===== src/chbd_pkg.sv =====
`default_nettype none

package chbd_pkg;

  localparam int unsigned MAX_STEPS = 6;
  localparam int unsigned DW        = 32;
  localparam int unsigned ROT_W     = 10;
  localparam int unsigned RTH_W     = 19;
  localparam int unsigned VTH_W     = 20;
  localparam int unsigned ANG_W     = 16;
  localparam int unsigned IN_W      = 128;
  localparam int unsigned OUT_W     = 40;
  localparam int unsigned BRG_W     = 9;
  localparam int unsigned DIST_W    = 24;

  localparam logic [ANG_W-1:0] STEP_ANGLE [MAX_STEPS] = '{
    16'd46080, 16'd27203, 16'd14373, 16'd7296, 16'd3662, 16'd1832
  };

  localparam logic [ROT_W-1:0]        ROT_X0       = 10'd64;
  localparam logic [7:0]              LAT_SCALE    = 8'd215;
  localparam logic [6:0]              COS_GAIN     = 7'd39;
  localparam logic [DW-1:0]           LON_HALF     = 32'd1800000000;
  localparam logic [DW-1:0]           LON_FULL     = 32'd3600000000;
  localparam logic signed [VTH_W-1:0] QUARTER_TURN = 20'sd92160;
  localparam logic signed [VTH_W-1:0] FULL_TURN    = 20'sd368640;

  typedef struct packed {
    logic signed [ROT_W-1:0] x;
    logic signed [ROT_W-1:0] y;
    logic signed [RTH_W-1:0] theta;
  } rot_t;

  typedef struct packed {
    logic signed [DW-1:0]    x;
    logic signed [DW-1:0]    y;
    logic signed [VTH_W-1:0] theta;
  } vec_t;

endpackage

`default_nettype wire


===== src/chbd_rot_cell.sv =====
`default_nettype none

module chbd_rot_cell #(
  parameter int unsigned STEP = 0
) (
  input  wire logic                                clk_i,
  input  wire logic                                en_i,
  input  wire chbd_pkg::rot_t                      rot_i,
  input  wire logic signed [chbd_pkg::RTH_W-1:0]   target_i,
  output chbd_pkg::rot_t                           rot_o
);

  localparam logic signed [chbd_pkg::RTH_W-1:0] ANG =
    chbd_pkg::RTH_W'(chbd_pkg::STEP_ANGLE[STEP]);

  chbd_pkg::rot_t rot_d, rot_q;

  always_comb begin
    if (rot_i.theta < target_i) begin
      rot_d.x     = rot_i.x - (rot_i.y >>> STEP);
      rot_d.y     = rot_i.y + (rot_i.x >>> STEP);
      rot_d.theta = rot_i.theta + ANG;
    end else begin
      rot_d.x     = rot_i.x + (rot_i.y >>> STEP);
      rot_d.y     = rot_i.y - (rot_i.x >>> STEP);
      rot_d.theta = rot_i.theta - ANG;
    end
  end

  always_ff @(posedge clk_i) begin
    if (en_i) begin
      rot_q <= rot_d;
    end
  end

  assign rot_o = rot_q;

endmodule

`default_nettype wire


===== src/chbd_vec_cell.sv =====
`default_nettype none

module chbd_vec_cell #(
  parameter int unsigned STEP = 0
) (
  input  wire logic            clk_i,
  input  wire logic            en_i,
  input  wire chbd_pkg::vec_t  vec_i,
  output chbd_pkg::vec_t       vec_o
);

  localparam logic signed [chbd_pkg::VTH_W-1:0] ANG =
    chbd_pkg::VTH_W'(chbd_pkg::STEP_ANGLE[STEP]);

  chbd_pkg::vec_t vec_d, vec_q;
  logic signed [chbd_pkg::DW-1:0] neg_y;

  always_comb begin
    neg_y = -vec_i.y;
    if (vec_i.y[chbd_pkg::DW-1]) begin
      vec_d.x     = vec_i.x + (neg_y >>> STEP);
      vec_d.y     = vec_i.y + (vec_i.x >>> STEP);
      vec_d.theta = vec_i.theta + ANG;
    end else begin
      vec_d.x     = vec_i.x + (vec_i.y >>> STEP);
      vec_d.y     = vec_i.y - (vec_i.x >>> STEP);
      vec_d.theta = vec_i.theta - ANG;
    end
  end

  always_ff @(posedge clk_i) begin
    if (en_i) begin
      vec_q <= vec_d;
    end
  end

  assign vec_o = vec_q;

endmodule

`default_nettype wire


===== src/cordic_home_bearing_distance.sv =====
// Home bearing and distance from coordinate differences.
// Input stream s_axis: one item per transfer carrying lat_diff, ref_latitude,
// lon_a and lon_b in degE7. Output stream m_axis: one item per input item,
// bearing_deg (0..359, clockwise from north) and distance_m, in input order.
// Datapath: a row of cells, one cordic step per cell. Longitude wrap, then a
// rotation chain for cos(ref_latitude), gain and scale multiply, quadrant
// pre-rotation, a vectoring chain, and the output register.
// Every stage, from the input register to the output register, is registered.
// Throughput: one item per cycle while m_axis does not stall.
// Stall: each stage holds while its successor is full and stalled; empty
// stages still fill, so input is taken while a result waits on m_axis.
// s_axis_tready drops only once every stage holds an item.
// Reset: rst_ni clears all stage valid bits; nothing is in flight afterwards.
`default_nettype none

module cordic_home_bearing_distance #(
  parameter int unsigned CORDIC_STEPS = 6
) (
  input  wire logic                          clk_i,
  input  wire logic                          rst_ni,
  input  wire logic                          s_axis_tvalid,
  output logic                               s_axis_tready,
  // lat_diff[31:0], ref_latitude[62:32], lon_a[94:63], lon_b[126:95], zero
  input  wire logic [chbd_pkg::IN_W-1:0]     s_axis_tdata,
  output logic                               m_axis_tvalid,
  input  wire logic                          m_axis_tready,
  // bearing_deg[8:0], distance_m[32:9], zero
  output logic [chbd_pkg::OUT_W-1:0]         m_axis_tdata
);

  localparam int unsigned S      = CORDIC_STEPS;
  localparam int unsigned N      = 2 * S + 5;
  localparam int unsigned S_GAIN = S + 1;
  localparam int unsigned S_MUL  = S + 2;
  localparam int unsigned S_PRE  = S + 3;
  localparam int unsigned S_OUT  = 2 * S + 4;
  localparam int unsigned DW     = chbd_pkg::DW;
  localparam int unsigned ROT_W  = chbd_pkg::ROT_W;
  localparam int unsigned RTH_W  = chbd_pkg::RTH_W;
  localparam int unsigned VTH_W  = chbd_pkg::VTH_W;

  // stage valid and load enables
  logic [N-1:0] v_q;
  logic [N:0]   ld;

  assign ld[N] = m_axis_tready;
  for (genvar k = 0; k < N; k++) begin : g_ld
    assign ld[k] = ~v_q[k] | ld[k+1];
  end

  always_ff @(posedge clk_i or negedge rst_ni) begin
    if (!rst_ni) begin
      v_q <= '0;
    end else begin
      if (ld[0]) begin
        v_q[0] <= s_axis_tvalid;
      end
      for (int k = 1; k < N; k++) begin
        if (ld[k]) begin
          v_q[k] <= v_q[k-1];
        end
      end
    end
  end

  assign s_axis_tready = ld[0];
  assign m_axis_tvalid = v_q[N-1];

  // input fields
  logic [DW-1:0] in_lat_diff, in_lon_a, in_lon_b;
  logic [30:0]   in_ref_lat;

  assign in_lat_diff = s_axis_tdata[31:0];
  assign in_ref_lat  = s_axis_tdata[62:32];
  assign in_lon_a    = s_axis_tdata[94:63];
  assign in_lon_b    = s_axis_tdata[126:95];

  // stage 0: magnitudes and rotation target
  logic [DW-1:0]          abs_a_d, abs_b_d;
  logic [30:0]            lat_abs;
  logic [17:0]            tgt_prod;
  logic [DW-1:0]          abs_a_q, abs_b_q, diff_q;
  logic                   same_q, a_neg_q;
  logic [DW-1:0]          lat_p [S_MUL+1];
  logic signed [RTH_W-1:0] tgt_p [S];

  assign abs_a_d  = in_lon_a[DW-1] ? -in_lon_a : in_lon_a;
  assign abs_b_d  = in_lon_b[DW-1] ? -in_lon_b : in_lon_b;
  assign lat_abs  = in_ref_lat[30] ? -in_ref_lat : in_ref_lat;
  assign tgt_prod = lat_abs[30:21] * chbd_pkg::LAT_SCALE;

  always_ff @(posedge clk_i) begin
    if (ld[0]) begin
      abs_a_q  <= abs_a_d;
      abs_b_q  <= abs_b_d;
      diff_q   <= in_lon_a - in_lon_b;
      same_q   <= ~(in_lon_a[DW-1] ^ in_lon_b[DW-1]);
      a_neg_q  <= in_lon_a[DW-1];
    end
  end

  // stage 1: shortest longitude difference
  logic [DW-1:0] lon_sum, lon_m, lon_neg_m, lon_wrap_pos, lon_wrap_neg, dlon_d;
  logic          lon_wrap;
  logic [DW-1:0] lon_p [1:S_GAIN];

  always_comb begin
    lon_sum      = abs_a_q + abs_b_q;
    lon_wrap     = lon_sum > chbd_pkg::LON_HALF;
    lon_m        = lon_sum;
    lon_neg_m    = -lon_sum;
    lon_wrap_pos = chbd_pkg::LON_FULL - lon_sum;
    lon_wrap_neg = lon_sum - chbd_pkg::LON_FULL;
    if (same_q) begin
      dlon_d = diff_q;
    end else if (lon_wrap) begin
      dlon_d = a_neg_q ? lon_wrap_pos : lon_wrap_neg;
    end else begin
      dlon_d = a_neg_q ? lon_neg_m : lon_m;
    end
  end

  always_ff @(posedge clk_i) begin
    if (ld[0]) begin
      lat_p[0] <= in_lat_diff;
      tgt_p[0] <= signed'({1'b0, tgt_prod});
    end
    if (ld[1]) begin
      lon_p[1] <= dlon_d;
    end
    for (int k = 2; k <= S_GAIN; k++) begin
      if (ld[k]) begin
        lon_p[k] <= lon_p[k-1];
      end
    end
    for (int k = 1; k <= S_MUL; k++) begin
      if (ld[k]) begin
        lat_p[k] <= lat_p[k-1];
      end
    end
    for (int k = 1; k < S; k++) begin
      if (ld[k]) begin
        tgt_p[k] <= tgt_p[k-1];
      end
    end
  end

  // rotation chain for the cosine
  wire chbd_pkg::rot_t rot_s [S+1];

  assign rot_s[0] = '{x: chbd_pkg::ROT_X0, y: '0, theta: '0};

  for (genvar k = 0; k < S; k++) begin : g_rot
    chbd_rot_cell #(
      .STEP (k)
    ) u_rot (
      .clk_i    (clk_i),
      .en_i     (ld[k+1]),
      .rot_i    (rot_s[k]),
      .target_i (tgt_p[k]),
      .rot_o    (rot_s[k+1])
    );
  end

  // gain correction
  logic signed [15:0]      gain_mul;
  logic signed [ROT_W-1:0] xg_q;

  assign gain_mul = 16'(rot_s[S].x) * signed'({1'b0, chbd_pkg::COS_GAIN});

  always_ff @(posedge clk_i) begin
    if (ld[S_GAIN]) begin
      xg_q <= ROT_W'(gain_mul >>> 6);
    end
  end

  // longitude scale multiply
  logic [DW-1:0] lon_g, lon_abs, xg_ext, prod_q;
  logic          dneg_q;

  assign lon_g   = lon_p[S_GAIN];
  assign lon_abs = lon_g[DW-1] ? -lon_g : lon_g;
  assign xg_ext  = {{(DW-ROT_W){xg_q[ROT_W-1]}}, xg_q};

  always_ff @(posedge clk_i) begin
    if (ld[S_MUL]) begin
      prod_q <= (lon_abs >> 4) * xg_ext;
      dneg_q <= lon_g[DW-1];
    end
  end

  // east component and quadrant pre-rotation
  logic [DW-1:0]   scl_m, scl_neg_m, pre_x, pre_y, pre_ny;
  chbd_pkg::vec_t  vec0_d, vec0_q;

  always_comb begin
    scl_m     = prod_q >> 2;
    scl_neg_m = -scl_m;
    pre_x     = lat_p[S_MUL];
    pre_y     = dneg_q ? scl_m : scl_neg_m;
    pre_ny    = dneg_q ? scl_neg_m : scl_m;
    if (pre_x[DW-1] && pre_y[DW-1]) begin
      vec0_d.x     = pre_ny;
      vec0_d.y     = pre_x;
      vec0_d.theta = chbd_pkg::QUARTER_TURN;
    end else if (pre_x[DW-1]) begin
      vec0_d.x     = pre_y;
      vec0_d.y     = -pre_x;
      vec0_d.theta = -chbd_pkg::QUARTER_TURN;
    end else begin
      vec0_d.x     = pre_x;
      vec0_d.y     = pre_y;
      vec0_d.theta = '0;
    end
  end

  always_ff @(posedge clk_i) begin
    if (ld[S_PRE]) begin
      vec0_q <= vec0_d;
    end
  end

  // vectoring chain
  wire chbd_pkg::vec_t vec_s [S+1];

  assign vec_s[0] = vec0_q;

  for (genvar k = 0; k < S; k++) begin : g_vec
    chbd_vec_cell #(
      .STEP (k)
    ) u_vec (
      .clk_i (clk_i),
      .en_i  (ld[S_PRE+1+k]),
      .vec_i (vec_s[k]),
      .vec_o (vec_s[k+1])
    );
  end

  // output register
  logic [DW-1:0]                   vx, vx_abs, vx_q4, vx_m7;
  logic signed [VTH_W-1:0]         th, th_fix;
  logic [chbd_pkg::BRG_W-1:0]      bearing_q;
  logic [chbd_pkg::DIST_W-1:0]     dist_q;

  always_comb begin
    vx     = vec_s[S].x;
    vx_abs = vx[DW-1] ? -vx : vx;
    vx_q4  = {2'b00, vx_abs[DW-1:2]};
    vx_m7  = (vx_q4 << 3) - vx_q4;
    th     = vec_s[S].theta;
    th_fix = th[VTH_W-1] ? th + chbd_pkg::FULL_TURN : th;
  end

  always_ff @(posedge clk_i) begin
    if (ld[S_OUT]) begin
      bearing_q <= th_fix[18:10];
      dist_q    <= vx_m7[31:8];
    end
  end

  assign m_axis_tdata = {
    (chbd_pkg::OUT_W - chbd_pkg::DIST_W - chbd_pkg::BRG_W)'(0), dist_q, bearing_q
  };

endmodule

`default_nettype wire


===== config.mk =====
export PLATFORM = sky130hd
export DESIGN_NAME = cordic_home_bearing_distance
export DESIGN_NICKNAME = d
export VERILOG_FILES = /design/src/chbd_pkg.sv /design/src/chbd_rot_cell.sv /design/src/chbd_vec_cell.sv /design/src/cordic_home_bearing_distance.sv
export SDC_FILE = /design/constraint.sdc
export NUM_CORES = 2
export LEC_CHECK = 0
export BUFFER_PORTS_ARGS = -buffer_cell sky130_fd_sc_hd__buf_4
export CAP_MARGIN = 30
export CORE_MARGIN = 2
export CORE_UTILIZATION = 70
export CTS_CLUSTER_DIAMETER = 120
export DETAILED_ROUTE_END_ITERATION = 8
export PLACE_DENSITY = 0.95
export REMOVE_ABC_BUFFERS = 1
export SYNTH_ARGS = -nofsm -noshare
export SYNTH_HDL_FRONTEND = slang
export SYNTH_SLANG_ARGS = --single-unit

===== constraint.sdc =====
create_clock -name clk_i -period 66 [get_ports clk_i]
set_clock_uncertainty 0.05 [all_clocks]
set_input_delay 13.2 -clock clk_i [delete_from_list [all_inputs] [get_ports clk_i]]
set_output_delay 13.2 -clock clk_i [all_outputs]
set_load 0.005 [all_outputs]

Word level (Yosys, flattened, before mapping)
Memory sizes are Yosys's and may differ from the RTL's.
Index checks and enable logic that the tools add are counted.

storage, ports and cells
  bits in registers = 949
  memory bits (writable) = 626
  memories = 3

memories
  name   words  bits a word  rd ports  clocked after Yosys merged registers in  wr ports  RTL line                             text
  lat_p  9      32           9         0                                        9         cordic_home_bearing_distance.sv:84   logic [DW-1:0] lat_p [S_MUL+1];
  lon_p  7      32           7         0                                        7         cordic_home_bearing_distance.sv:105  logic [DW-1:0] lon_p [1:S_GAIN];
  tgt_p  6      19           6         0                                        6         cordic_home_bearing_distance.sv:85   logic signed [RTH_W-1:0] tgt_p [S];

operators by class
  add/sub/neg operators = 85
  $mul = 3
  magnitude comparators = 7
  mux-type cells = 44
  bitwise logic cells = 36
  reduce and logical (&&, ||, !) cells = 1

operators with widths
  kind                                                             count
  two-way mux 84 bit                                               8
  negation 32 bit                                                  12
  two-way mux 32 bit                                               8
  two-way mux 39 bit                                               5
  adder 32 x 27 -> 32 bit                                          3
  adder 32 x 28 -> 32 bit                                          3
  adder 32 x 29 -> 32 bit                                          3
  adder 32 x 30 -> 32 bit                                          3
  adder 32 x 31 -> 32 bit                                          3
  adder 32 bit                                                     3
  < comparator 19 bit                                              5
  two-way mux 31 bit                                               3
  subtractor 32 x 30 -> 32 bit                                     2
  subtractor 32 bit                                                2
  greater-than comparator 32 x 31 -> 1 bit, second input constant  1
  multiplier 29 x 10 -> 32 bit                                     1
  negation 30 -> 32 bit                                            1
  subtractor 32 x 27 -> 32 bit                                     1
  subtractor 32 x 28 -> 32 bit                                     1
  subtractor 32 x 29 -> 32 bit                                     1
  subtractor 32 x 31 -> 32 bit                                     1
  subtractor 32 bit, first input constant                          1
  subtractor 32 bit, second input constant                         1
  negation 31 bit                                                  1
  other kinds (43)                                                 103

Logic depth before layout (Yosys ltp)
  depth after elaboration = 20
  gate-level depth with buffers = 31

By module
Synthesis repeated with hierarchy kept, for this count alone.

unflattened totals
  cells, all modules = 11134
  area, all modules = 116211.5 µm²

modules (own cells, without submodules)
  module                           times used  cells each  area an instance (µm²)  sequential area each (µm²)
  cordic_home_bearing_distance     1           3924        48791.8                 26220.1
  chbd_vec_cell at g_vec[0].u_vec  1           988         8511.9                  2492.4
  chbd_vec_cell at g_vec[1].u_vec  1           851         7881.3                  2522.4
  chbd_vec_cell at g_vec[3].u_vec  1           816         7689.9                  2522.4
  chbd_vec_cell at g_vec[2].u_vec  1           814         7654.8                  2522.4
  chbd_vec_cell at g_vec[4].u_vec  1           816         7622.3                  2522.4
  chbd_vec_cell at g_vec[5].u_vec  1           770         7482.2                  2522.4
  chbd_rot_cell at g_rot[1].u_rot  1           405         3788.6                  1171.1
  chbd_rot_cell at g_rot[2].u_rot  1           391         3573.4                  1171.1
  chbd_rot_cell at g_rot[4].u_rot  1           371         3505.9                  1171.1
  chbd_rot_cell at g_rot[5].u_rot  1           341         3296.9                  1171.1
  chbd_rot_cell at g_rot[3].u_rot  1           329         3238.1                  1171.1
  chbd_rot_cell at g_rot[0].u_rot  1           318         3174.3                  1141.1

Least setup slack after synthesis
OpenSTA, ideal clock, no wires.

  kind = input port to output port
  from = input port m_axis_tready
  to = output port s_axis_tready
  arrival time = 26436 ps
  path slack = 26314 ps
  stages = 11
  path buffers = 0
  cell sequence = nor2b_1 -> and2_1 -> and3_1 -> and3_1 -> nand4_1 -> nor2_1 -> nand3_1 -> nor2_1 -> nand3_1 -> inv_1 -> nand3_1

on the way
  word-level cells in the longest chain between the ends = 17

RTL lines
  element                         RTL line                            text
  from (decl)                     cordic_home_bearing_distance.sv:26  input wire logic m_axis_tready,
  bitwise OR 1 bit (9 in series)  cordic_home_bearing_distance.sv:48  assign ld[k] = ~v_q[k] | ld[k+1];
  net ld[8]                       cordic_home_bearing_distance.sv:44  logic [N:0] ld;
  bitwise OR 1 bit (3 in series)  cordic_home_bearing_distance.sv:48
  net g_rot[4].u_rot.en_i         chbd_rot_cell.sv:7                  input wire logic en_i,
  bitwise OR 1 bit (3 in series)  cordic_home_bearing_distance.sv:48
  net g_rot[1].u_rot.en_i         chbd_rot_cell.sv:7
  bitwise OR 1 bit (2 in series)  cordic_home_bearing_distance.sv:48
  to (decl)                       cordic_home_bearing_distance.sv:22  output logic s_axis_tready,

The timed path passes the listed nets, and every way through them passes these cells.

Worst setup path in the final report
Same ends and word-level chain as after synthesis.

==> qor.txt <==
max-slew violations - 0
via count normalized by instance count - 6.475
violation count after the first detailed-route iteration - 7163
vias in the first global route - 72160
number of instances in the placed design - 10620
Die Ht - 373.9 microns
Reg2Reg Depth - 26
Hold WC Path Type - flop to flop
cell row count - 135
xor/xnor share of the synthesized area - 9.309%
instance count of the mapped netlist - 8812
final worst slack - 34.52 ns
total length of routed wires - 232.6 mm
final sum of negative setup slack - 0 ns
violations in the final reports - design-rule violations
Final Non-Filler Cells - 10910
maximum clock frequency - 31.76 MHz
yosys synthesis warning count - 0
unrepaired setup endpoints after global routing - false
CTS tree - done
buffers inserted during post-CTS setup optimization - 0
count of TritonRoute iterations in the first routing pass - 9
sequential share of the synthesized area - 44.84%
number of hold buffers added after cts - 0
largest fanout on the critical path - 43
Core Area - 135600 sq um
most numerous cell in the Yosys netlist - sky130_fd_sc_hd__edfxtp_1
setup slack, reg-to-reg - 55.34 ns
Clock transition at path regs - 0.08 ns
global-route usage over all layers - 32.54%
die footprint - 139800 sq um
Setup crit start kind - input pin
arrival time at the worst endpoint - 18.23 ns
count of unresolved DRC violations after routing - 93
number of buffers between clock root and the deepest sink - 3
Synth Area in Compound Gates - 12.98%
hold path start - lon_p[0][222]
outcome - finished, violations left
commonest cells in the synthesized netlist - sky130_fd_sc_hd__edfxtp_1 (1416), sky130_fd_sc_hd__ha_1 (869), sky130_fd_sc_hd__inv_1 (817)
number of resized instances in the post-cts repair step - 0
growth of design area from synthesis to finish - 8.983%
cts bufs inserted - 147
final core utilization - 76.96%
initial antenna violation count - 3
fin nets - 10270
# setup viols final - 0
max-slew headroom at the worst pin - 25.00%
Final GP Congestion - 0.9440
global-route met3 utilization - 5.507%
Yosys cell types - 86
count of flip-flops with a built-in enable after synthesis - 1416
final routed wire length divided by cell count - 21.32 microns
number of vias in the routed layout - 70660
effective utilization at floorplan - 70.61%
Antenna Violating Nets Remaining - 0
top cell type by total area after synthesis - sky130_fd_sc_hd__edfxtp_1
clock network latency to the later pin of the worst-skew pair - 0.84 ns
worst reg2reg endpoint - prod_q[30]
min cycle time layout - 31.48 ns
Seq cells post-synth - 1433
Sequential cell area - 42950 sq um
Async SR Flop Fraction - 1.186%
Synth area leaders - sky130_fd_sc_hd__edfxtp_1 (44%), sky130_fd_sc_hd__ha_1 (11%), sky130_fd_sc_hd__xnor2_1 (6.6%)
max-cap viol count - 0
endpoint type of the worst setup path - primary output
area share of the leading cell type in the synthesized netlist - 44.39%
share of the clock period used by the worst path - 47.70%
Multi-input gate area - 49090 sq um
number of instances on the worst hold path - 0
DP HPWL - 158.2 mm
maximum number of pins on one net before global-route repair - 102
final hold vios - 0
Post-Syn Area - 95780 sq um
Synth Area in Adders - 16.87%
Mean Syn Cell Area - 10.87 sq um
most used flip-flop cell after synthesis - sky130_fd_sc_hd__edfxtp_1
data required time of the worst path - 52.75 ns
die width - 373.9 microns
Worst Hold End - lon_p[0][254]
port buffer count - 165
fill count - 7581
global-route met1 utilization - 34.71%
met2 layer usage reported by global route - 59.79%
number of H-tree levels - 4
Most Crowded Layer GR - met2
aggregate global routing overflow - 0
worst setup path category - input pin to primary output
share of synthesized cell area in and, or, nand and nor gates - 11.13%
number of top-level pins - 174
launching point of the worst reg2reg path - lon_p[0][224]
worst-case setup slack after placement - 34.69 ns
fraction of final layout cells with drive strength greater than 1 - 6.540%
Tightest Pin Transition - 1.117 ns
multiplexer share of the synthesized area - 0.8334%
Clock Tree Root - sky130_fd_sc_hd__clkbuf_16
combinational family with the most area after synthesis - adder cells
number of clock sinks - 1433
wire length of the first global-routing pass - 367.5 mm
## cell type report
type | instances | area share, %
Sequential cell | 1433 | 41.14
Tap cell | 1781 | 2.135
Clock inverter | 89 | 1.144
Antenna cell | 2 | 0.004795
Clock buffer | 183 | 3.711
Timing Repair Buffer | 237 | 1.874
Inverter | 822 | 2.958
Multi-Input combinational cell | 6365 | 47.03
## through the flow
step / hold WS, ns / instance area, sq um
after floorplan: 0.3503 / 95030
after global placement: 0.3501 / 98970
after detailed placement: 0.3545 / 99010
after CTS: 0.3601 / 104100
after global routing: 0.3651 / 104400
final: 0.3626 / 104400
## worst max-delay path: stages
cell                      delay [ns]
sky130_fd_sc_hd__buf_4          0.11
sky130_fd_sc_hd__nor2b_1        0.16
sky130_fd_sc_hd__and2_1         0.24
sky130_fd_sc_hd__and3_1         0.37
sky130_fd_sc_hd__and3_1         0.37
sky130_fd_sc_hd__nand4_1        0.13
sky130_fd_sc_hd__buf_4          0.19
sky130_fd_sc_hd__nor2_1         0.39
sky130_fd_sc_hd__nand3_4        0.60
sky130_fd_sc_hd__nor2_1         0.69
sky130_fd_sc_hd__nand3_4        0.63
sky130_fd_sc_hd__inv_1          0.48
sky130_fd_sc_hd__nand3_4        0.34
sky130_fd_sc_hd__buf_4          0.28
## registers in the layout, summed over array words and instances (netlist names)
register and cells:
dneg_q 1, abs_a_q 32, diff_q 32, dist_q 24, vec0_q 67, same_q 1, bearing_q 9, xg_q 10
g_vec.u_vec.vec_o 436, tgt_p 108, lat_p 288, a_neg_q 1, lon_p 224, prod_q 30, abs_b_q 32, g_rot.u_rot.rot_o 121
v_q 17
## how the worst max path moves through the flow
stage / startpoint / endpoint / cells after the start / slack (ns)
5_1_grt: m_axis_tready / s_axis_tready / 14 / 34.06
4_1_cts: m_axis_tready / s_axis_tready / 14 / 34.53
2_1_floorplan: m_axis_tready / s_axis_tready / 11 / 26.31
6_report: m_axis_tready / s_axis_tready / 14 / 34.52
3_3_place_gp: m_axis_tready / s_axis_tready / 14 / 34.95
3_5_place_dp: m_axis_tready / s_axis_tready / 14 / 34.69
## per-layer routing
metal	up-vias	wire, microns
met5	-	27
met2	4121	120400
met3	1292	17110
met4	4	16150
li1	31950	-
met1	33290	78910
## logic make-up after synthesis
family,count (synthesis)
simple gates,2158
other cells,1
buf+inv,1021
xor+xnor,1018
mux,75
flops,1433
fa+ha+maj,1133
compound gates,1973
## cells in the final DEF, fill, tap and decap left out, drive strengths merged, types with 29 or more instances in the layout
cell type     n
a211oi       62
or3          79
nand4        34
o21ai       447
buf         237
nor2        579
or4          58
or2          48
nand2b      122
nor4         87
mux2i        37
inv         823
a21o        191
o21a        127
and3         51
o31ai        91
edfxtp     1416
nor3        172
o41ai        36
ha          869
nand2       527
a21oi       597
clkinv       66
o211ai       29
clkbuf      183
nor2b        93
mux2         38
xor2        297
o21bai       99
and2        124
a31oi        72
xnor2       721
fa          264
nand3       128
Power is not shown: default switching activity piles up to over one toggle a cycle in this logic, so the estimate is an artifact.
